$ cat config.mk
export PLATFORM = sky130hd
export DESIGN_NAME = button_led_serial_pad_link
export DESIGN_NICKNAME = d
export VERILOG_FILES = /design/src/hw/rtl/blsp_pkg.sv /design/src/hw/rtl/blsp_pkt_build.sv /design/src/hw/rtl/button_led_serial_pad_link.sv
export SDC_FILE = /design/constraint.sdc
export NUM_CORES = 1
export LEC_CHECK = 0
export ABC_AREA = 1
export ABC_CLOCK_PERIOD_IN_PS = 5780
export BUFFER_PORTS_ARGS = -buffer_cell sky130_fd_sc_hd__buf_2
export CAP_MARGIN = 5
export CORE_MARGIN = 2
export CORE_UTILIZATION = 30
export CTS_CLUSTER_DIAMETER = 100
export DETAILED_ROUTE_END_ITERATION = 16
export PLACE_DENSITY = 0.58
export SLEW_MARGIN = 20
export SYNTH_ARGS = -nofsm -noshare
export SYNTH_HDL_FRONTEND = slang
export SYNTH_SLANG_ARGS = --single-unit
$ cat constraint.sdc
create_clock -name i_clk -period 5.78 [get_ports i_clk]
set_input_delay 1.445 -clock i_clk [delete_from_list [all_inputs] [get_ports i_clk]]
set_output_delay 1.445 -clock i_clk [all_outputs]
set_load 0.1 [all_outputs]
$ cat src/hw/rtl/blsp_pkg.sv
// shared types, opcodes and seven-segment table for the pad link
package blsp_pkg;

    // host request codes carried in the input tuser
    localparam logic [2:0] CMD_DEVICE_PKT = 3'd0;
    localparam logic [2:0] CMD_INIT       = 3'd1;
    localparam logic [2:0] CMD_SET_LED    = 3'd2;
    localparam logic [2:0] CMD_READ_BTN   = 3'd3;

    // device packet opcodes
    localparam logic [7:0] OP_ACK           = 8'd64;
    localparam logic [7:0] OP_BUTTON_EVENT  = 8'd65;
    localparam logic [7:0] OP_DEVICE_RESET  = 8'd66;
    // opcodes sent to the device
    localparam logic [7:0] OP_LED_SET       = 8'd6;
    localparam logic [7:0] OP_BUTTON_IRQ_ON = 8'd3;
    localparam logic [7:0] OP_LED_USER_MODE = 8'd11;

    // second byte of the led packet: all four digits addressed
    localparam logic [7:0] LED_DIGIT_MASK = 8'h0F;
    // segment bit that lights the decimal point
    localparam logic [7:0] SEG_DP         = 8'h10;

    localparam int MAX_BYTES = 8;
    localparam int IDX_W     = $clog2(MAX_BYTES);

    // one input item after unpacking
    typedef struct packed {
        logic [2:0]  command;
        logic [7:0]  packet_opcode;
        logic [7:0]  packet_first_arg;
        logic [7:0]  packet_second_arg;
        logic [31:0] led_word;
    } t_item;

    // the results one item causes, held while they drain
    typedef struct packed {
        logic                            any;        // at least one result
        logic                            send_valid;
        logic                            status;
        logic [IDX_W-1:0]                last_idx;
        logic [MAX_BYTES-1:0][7:0]       bytes;
        logic [7:0]                      buttons;
    } t_burst;

    // link state kept between items
    typedef struct packed {
        logic [7:0]  button_map;
        logic [31:0] saved_led_word;
        logic        ack_ready;
    } t_link_state;

    // seven-segment code of one hex digit
    function automatic logic [7:0] seg_code(input logic [3:0] nib);
        logic [7:0] c;
        case (nib)
            4'h0: c = 8'hE7;
            4'h1: c = 8'h06;
            4'h2: c = 8'hCB;
            4'h3: c = 8'h8F;
            4'h4: c = 8'h2E;
            4'h5: c = 8'hAD;
            4'h6: c = 8'hED;
            4'h7: c = 8'h86;
            4'h8: c = 8'hEF;
            4'h9: c = 8'hAF;
            4'hA: c = 8'hEE;
            4'hB: c = 8'h6D;
            4'hC: c = 8'hE1;
            4'hD: c = 8'h4F;
            4'hE: c = 8'hE9;
            default: c = 8'hE8;
        endcase
        return c;
    endfunction

    // digit byte: blank when disabled, decimal point added when asked
    function automatic logic [7:0] digit_byte(input logic [3:0] nib, input logic en,
                                              input logic dp);
        logic [7:0] c;
        c = seg_code(nib);
        if (!en) begin
            c = 8'h00;
        end else if (dp) begin
            c = c | SEG_DP;
        end
        return c;
    endfunction

endpackage

$ cat src/hw/rtl/blsp_pkt_build.sv
// decodes one item into its byte burst and the next link state
module blsp_pkt_build import blsp_pkg::*; (
    input  t_item       i_item,
    input  t_link_state i_state,
    output t_burst      o_burst,
    output t_link_state o_state
);

    logic [5:0][7:0] led_pkt;
    logic [7:0]      btn_next;
    logic [7:0]      nb;
    logic [7:0]      nc;
    logic [31:0]     led_src;
    logic [7:0]      b_map;

    // word whose led packet is sent: stored word on device reset, new word otherwise
    assign led_src = (i_item.command == CMD_SET_LED) ? i_item.led_word
                                                     : i_state.saved_led_word;

    // led packet for the chosen word
    always_comb begin
        led_pkt[0] = OP_LED_SET;
        led_pkt[1] = LED_DIGIT_MASK;
        for (int i = 0; i < 4; i++) begin
            led_pkt[2+i] = digit_byte(led_src[4*i +: 4], led_src[16+i], led_src[24+i]);
        end
    end

    // active-low pad bytes into the active-high button map
    assign nb = ~i_item.packet_first_arg;
    assign nc = ~i_item.packet_second_arg;
    assign btn_next = {nc[3], nc[1], nc[2], nc[0], nb[3:0]};

    // per-command burst and state update
    always_comb begin
        o_state            = i_state;
        o_burst.any        = 1'b1;
        o_burst.send_valid = 1'b0;
        o_burst.status     = 1'b0;
        o_burst.last_idx   = '0;
        o_burst.bytes      = '0;
        case (i_item.command)
            CMD_DEVICE_PKT: begin
                o_burst.any = 1'b0;
                if (i_item.packet_opcode == OP_ACK) begin
                    o_state.ack_ready = 1'b1;
                end else if (i_item.packet_opcode == OP_BUTTON_EVENT) begin
                    o_state.button_map = btn_next;
                end else if (i_item.packet_opcode == OP_DEVICE_RESET) begin
                    o_burst.any        = 1'b1;
                    o_burst.send_valid = 1'b1;
                    o_burst.last_idx   = IDX_W'(MAX_BYTES - 1);
                    o_burst.bytes[0]   = OP_BUTTON_IRQ_ON;
                    o_burst.bytes[1]   = OP_LED_USER_MODE;
                    for (int i = 0; i < 6; i++) begin
                        o_burst.bytes[2+i] = led_pkt[i];
                    end
                    o_state.button_map = '0;
                    o_state.ack_ready  = 1'b0;
                end
            end
            CMD_INIT: begin
                o_burst.send_valid = 1'b1;
                o_burst.last_idx   = IDX_W'(1);
                o_burst.bytes[0]   = OP_BUTTON_IRQ_ON;
                o_burst.bytes[1]   = OP_LED_USER_MODE;
                o_state            = '0;
            end
            CMD_SET_LED: begin
                if (i_state.ack_ready) begin
                    o_burst.send_valid     = 1'b1;
                    o_burst.last_idx       = IDX_W'(5);
                    for (int i = 0; i < 6; i++) begin
                        o_burst.bytes[i] = led_pkt[i];
                    end
                    o_state.ack_ready      = 1'b0;
                    o_state.saved_led_word = i_item.led_word;
                end
            end
            CMD_READ_BTN: begin
                o_burst.status = 1'b0;
            end
            default: begin
                o_burst.status = 1'b1;
            end
        endcase
        // results carry the map as it stands after this item
        b_map           = o_state.button_map;
        o_burst.buttons = b_map;
    end

endmodule

$ cat src/hw/rtl/button_led_serial_pad_link.sv
// top level of the keypad-and-display serial link, host side
// An item is registered on entry, decoded in one pass into its burst of
// results, and the burst drains one result per cycle through an output
// register when the output is not stalled. A host request gives one
// result; init gives two, set-LEDs six when an acknowledge is pending and a
// device reset eight. The next item is taken while a burst drains and
// moves into decode as the last byte leaves, so bursts follow each other
// without gaps. Acknowledge, button-event and unknown device packets give
// no result.
module button_led_serial_pad_link import blsp_pkg::*; (
    input  logic        i_clk,
    input  logic        i_rst_n,
    input  logic        s_axis_tvalid,
    output logic        s_axis_tready,
    // tdata: packet_opcode[7:0], packet_first_arg[15:8], packet_second_arg[23:16],
    //        led_word[55:24]
    input  logic [55:0] s_axis_tdata,
    // tuser: command[2:0]
    input  logic [2:0]  s_axis_tuser,
    output logic        m_axis_tvalid,
    input  logic        m_axis_tready,
    // tdata: send_byte[7:0], buttons[15:8]
    output logic [15:0] m_axis_tdata,
    // tuser: send_valid[0], status[1]
    output logic [1:0]  m_axis_tuser,
    output logic        m_axis_tlast
);

    logic             r_in_valid;
    t_item            r_in;
    t_link_state      r_state;
    t_link_state      n_state;
    t_burst           n_burst;
    logic             r_b_valid;
    t_burst           r_b;
    logic [IDX_W-1:0] r_b_idx;
    logic             r_out_valid;
    logic [7:0]       r_out_byte;
    logic [7:0]       r_out_buttons;
    logic             r_out_send;
    logic             r_out_status;
    logic             r_out_last;

    logic out_adv;
    logic b_fire;
    logic b_done;
    logic move_in;

    // handshake between the stages
    assign out_adv       = !r_out_valid || m_axis_tready;
    assign b_fire        = r_b_valid && out_adv;
    assign b_done        = b_fire && (r_b_idx == r_b.last_idx);
    assign move_in       = r_in_valid && (!r_b_valid || b_done);
    assign s_axis_tready = !r_in_valid || move_in;

    // decode of the registered item
    blsp_pkt_build u_build (
        .i_item  (r_in),
        .i_state (r_state),
        .o_burst (n_burst),
        .o_state (n_state)
    );

    // input register
    always_ff @(posedge i_clk) begin
        if (!i_rst_n) begin
            r_in_valid <= 1'b0;
        end else if (s_axis_tready) begin
            r_in_valid <= s_axis_tvalid;
        end
        if (s_axis_tready && s_axis_tvalid) begin
            r_in.command           <= s_axis_tuser;
            r_in.packet_opcode     <= s_axis_tdata[7:0];
            r_in.packet_first_arg  <= s_axis_tdata[15:8];
            r_in.packet_second_arg <= s_axis_tdata[23:16];
            r_in.led_word          <= s_axis_tdata[55:24];
        end
    end

    // link state, updated as an item enters decode
    always_ff @(posedge i_clk) begin
        if (!i_rst_n) begin
            r_state <= '0;
        end else if (move_in) begin
            r_state <= n_state;
        end
    end

    // burst register and its byte index
    always_ff @(posedge i_clk) begin
        if (!i_rst_n) begin
            r_b_valid <= 1'b0;
            r_b_idx   <= '0;
        end else if (move_in) begin
            r_b_valid <= n_burst.any;
            r_b_idx   <= '0;
        end else if (b_done) begin
            r_b_valid <= 1'b0;
            r_b_idx   <= '0;
        end else if (b_fire) begin
            r_b_idx   <= r_b_idx + 1'b1;
        end
        if (move_in) begin
            r_b <= n_burst;
        end
    end

    // output register
    always_ff @(posedge i_clk) begin
        if (!i_rst_n) begin
            r_out_valid <= 1'b0;
        end else if (out_adv) begin
            r_out_valid <= r_b_valid;
        end
        if (b_fire) begin
            r_out_byte    <= r_b.bytes[r_b_idx];
            r_out_buttons <= r_b.buttons;
            r_out_send    <= r_b.send_valid;
            r_out_status  <= r_b.status;
            r_out_last    <= (r_b_idx == r_b.last_idx);
        end
    end

    assign m_axis_tvalid = r_out_valid;
    assign m_axis_tdata  = {r_out_buttons, r_out_byte};
    assign m_axis_tuser  = {r_out_status, r_out_send};
    assign m_axis_tlast  = r_out_last;

endmodule
==> insert_results.sql <==
INSERT INTO impl_metrics (metric_group, metric, value, unit) VALUES
('clock_tree', 'cts_resized', '0', ''),
('place', 'cell_area_after_placement', '0.00859', 'mm2'),
('power', 'vdd_drop_max', '0.000204', 'V'),
('finish', 'final-instance-count-excl-fill', '1309', ''),
('routing', 'drc', '0', ''),
('logic_synthesis', 'yosys.area.top_type', 'edfxtp_1', ''),
('place', 'portBuffers', '67', ''),
('finish', 'final_net_count', '1045', ''),
('logic_synthesis', 'syn-cell-area', '0.00798', 'mm2'),
('logic_synthesis', 'synthDominantCellAreaShare', '0.467', ''),
('finish', 'final_layout_size_suffix_gt1_frac', '0.140', ''),
('finish', 'layout.area.seq', '0.00450', 'mm2'),
('floorplan', 'floorplan.core_area', '0.0261', 'mm2'),
('grt', 'grt_max_degree', '56', ''),
('sta', 'fmax', '0.228', 'GHz'),
('logic_synthesis', 'warning_count_from_the_yosys_run', '0', ''),
('sta', 'holdWs', '423', 'ps'),
('hold_path', 'tightest_hold_check_type', 'register to register', ''),
('power', 'power_frac_seq', '0.494', ''),
('clock_tree', 'clock_path_buffers', '2', ''),
('power', 'p_total', '2.71', 'mW'),
('sta', 'fin_worst_skew', '10.6', 'ps'),
('critical_path', 'critPathKind', 'input pin to primary output', ''),
('sta', 'layout_worst_path_cycle_share', '0.758', ''),
('grt', 'grtUsageTotal', '0.124', ''),
('clock_tree', 'clock_tree_from_tritoncts', 'yes', ''),
('power', 'switching_share', '0.277', ''),
('critical_path', 'worst_ep_required_time', '4340', 'ps'),
('critical_path', 'critical_path_peak_fanout', '24', ''),
('power', 'share_comb_of_total_power', '0.097', ''),
('floorplan', 'die_width', '167', 'um'),
('outcome', 'run_status', 'complete, no violations', ''),
('place', 'total_instance_count_after_detailed_placement', '1277', ''),
('critical_path', 'critPathBufInv', '4', ''),
('finish', 'antenna-diode-count', '0', ''),
('clock_tree', 'postCtsSetupBuffers', '0', ''),
('logic_synthesis', 'mean_instance_size_in_the_synthesized_netlist', '8.81', 'um2'),
('grt', 'antenna_violations_before_repair', '0', ''),
('floorplan', 'num_io_pins', '84', ''),
('logic_synthesis', 'synth_cell_type_count', '36', ''),
('grt', 'grt_pass1_vias', '5254', ''),
('finish', 'layout.cells.most_common', 'nand2_1', ''),
('critical_path', 'cp_max_stage_cell', 'buf_2', ''),
('finish', 'utilization', '0.352', ''),
('clock_tree', 'clock_latency', '430', 'ps'),
('clock_tree', 'clock_tree.root_cell', 'clkbuf_16', ''),
('routing', 'avgRoutedWirePerCell', '12.9', 'um'),
('sta', 'final.min_clock_period', '4380', 'ps'),
('critical_path', 'endpoint_kind', 'primary output', ''),
('power', 'cell_internal_pwr', '1.96', 'mW'),
('logic_synthesis', 'synth-seq-cells', '163', ''),
('hold_path', 'min_to', 'r_out_buttons[6]$_DFFE_PP_', ''),
('power', 'powerDensity', '296', 'mW/mm2'),
('floorplan', 'die_area', '0.0279', 'mm2'),
('place', 'pre_cts_ws', '1370', 'ps'),
('routing', 'route.detailed.vias_per_inst', '4.49', ''),
('floorplan', 'die_h', '167', 'um'),
('clock_tree', 'clkSlewWorstSetupHoldPaths', '70', 'ps'),
('critical_path', 'r2r_setup_slack', '2850', 'ps'),
('place', 'final_hpwl_from_detailed_placement', '11.8', 'mm'),
('hold_path', 'hold_start', 'r_b[6]$_DFFE_PP_', ''),
('logic_synthesis', 'synthTopCellsByArea', 'edfxtp_1 (47%), nand2_1 (11%), dfxtp_1 (9.8%), nor2_1 (5.4%), nand3_1 (4.6%)', ''),
('finish', 'most-common-layout-cells', 'nand2_1 (242), edfxtp_1 (124), nor2_1 (114)', ''),
('sta', 'setup_total_negative_slack', '0', 'ps'),
('floorplan', 'initial_utilization', '0.306', ''),
('routing', 'drt-initial-drc-count', '447', ''),
('logic_synthesis', 'syn_inst', '905', ''),
('sta', 'rsz0062_at_grt', 'no', ''),
('sta', 'relSlewSlack', '0.394', ''),
('critical_path', 'worstSetupStartpointType', 'input pin', ''),
('critical_path', 'reg2regPathDepth', '13', '');
[layer usage]
metal | part of all wire | up-vias | wire length, um | track usage
met5 | 0 | - | 0 | 0
li1 | - | 3112 | - | -
met3 | 0.034 | 8 | 581 | 0.0273
met2 | 0.46 | 114 | 7710 | 0.189
met1 | 0.50 | 2644 | 8460 | 0.175
met4 | 0.0096 | 0 | 163 | 0.0375
[synth_stat cells (all sizes together)]
| master | count |
|---|---|
| a31oi | 3 |
| xor2 | 2 |
| nor2 | 119 |
| a32oi | 1 |
| clkbuf | 18 |
| a211oi | 1 |
| nand3 | 74 |
| inv | 94 |
| clkinv | 1 |
| edfxtp | 124 |
| ha | 21 |
| a21oi | 27 |
| nor3 | 5 |
| o21a | 1 |
| buf | 21 |
| dfxtp | 39 |
| nand2 | 246 |
| o211ai | 1 |
| nand4 | 13 |
| o21ai | 80 |
| nand3b | 1 |
| or2 | 2 |
| nor4 | 1 |
| o21bai | 2 |
| o22ai | 8 |
[sequential cells by signal, summed over array words and instances, names as in the netlist, 3 cells and up]
register	cells
r_b	62
r_state	33
r_out_byte	8
r_in	43
r_out_buttons	8
r_b_idx	3
[worst max path at each step]
stage	start	to	depth (start not counted)
global placement	m_axis_tready	s_axis_tready	7
global route	m_axis_tready	s_axis_tready	7
finish	m_axis_tready	s_axis_tready	7
CTS	m_axis_tready	s_axis_tready	7
floorplan	m_axis_tready	r_b_idx[0]$_SDFFE_PP0P_	7
detailed placement	m_axis_tready	s_axis_tready	7
[power by group through the flow]
stage	clock network (mW)	registers (mW)	logic, mW
3_3_place_gp	0	1.37	0.261
4_1_cts	1.14	1.34	0.265
2_1_floorplan	0	1.41	0.155
6_report	1.11	1.34	0.263
3_5_place_dp	0	1.37	0.264
5_1_grt	1.19	1.35	0.293
[cell families (layout without fill, tap and decap cells)]
kind of cell,Yosys count,in the layout,share of synthesized area
buf+inv,134,203,0.0715
simple gates,461,461,0.239
flops,163,163,0.565
compound gates,124,124,0.0896
xor+xnor,2,2,0.00220
fa+ha+maj,21,21,0.0329
[final cells by class]
cell class / count / share of cell area
clock buffer: 17 / 0.0463
clock inverter: 15 / 0.0176
inverter: 95 / 0.0388
multi-input combinational: 608 / 0.317
sequential: 163 / 0.491
tap: 335 / 0.0457
timing repair buffer: 76 / 0.0439
[worst reg2reg max path, delay by kind of cell, from the launching register on]
kind / cells / cell delay [ps]
fa+ha+maj: 1 / 300
simple gates: 9 / 1160
buf+inv: 3 / 730
flops: 1 / 510
(Power assumes the default switching activity.)
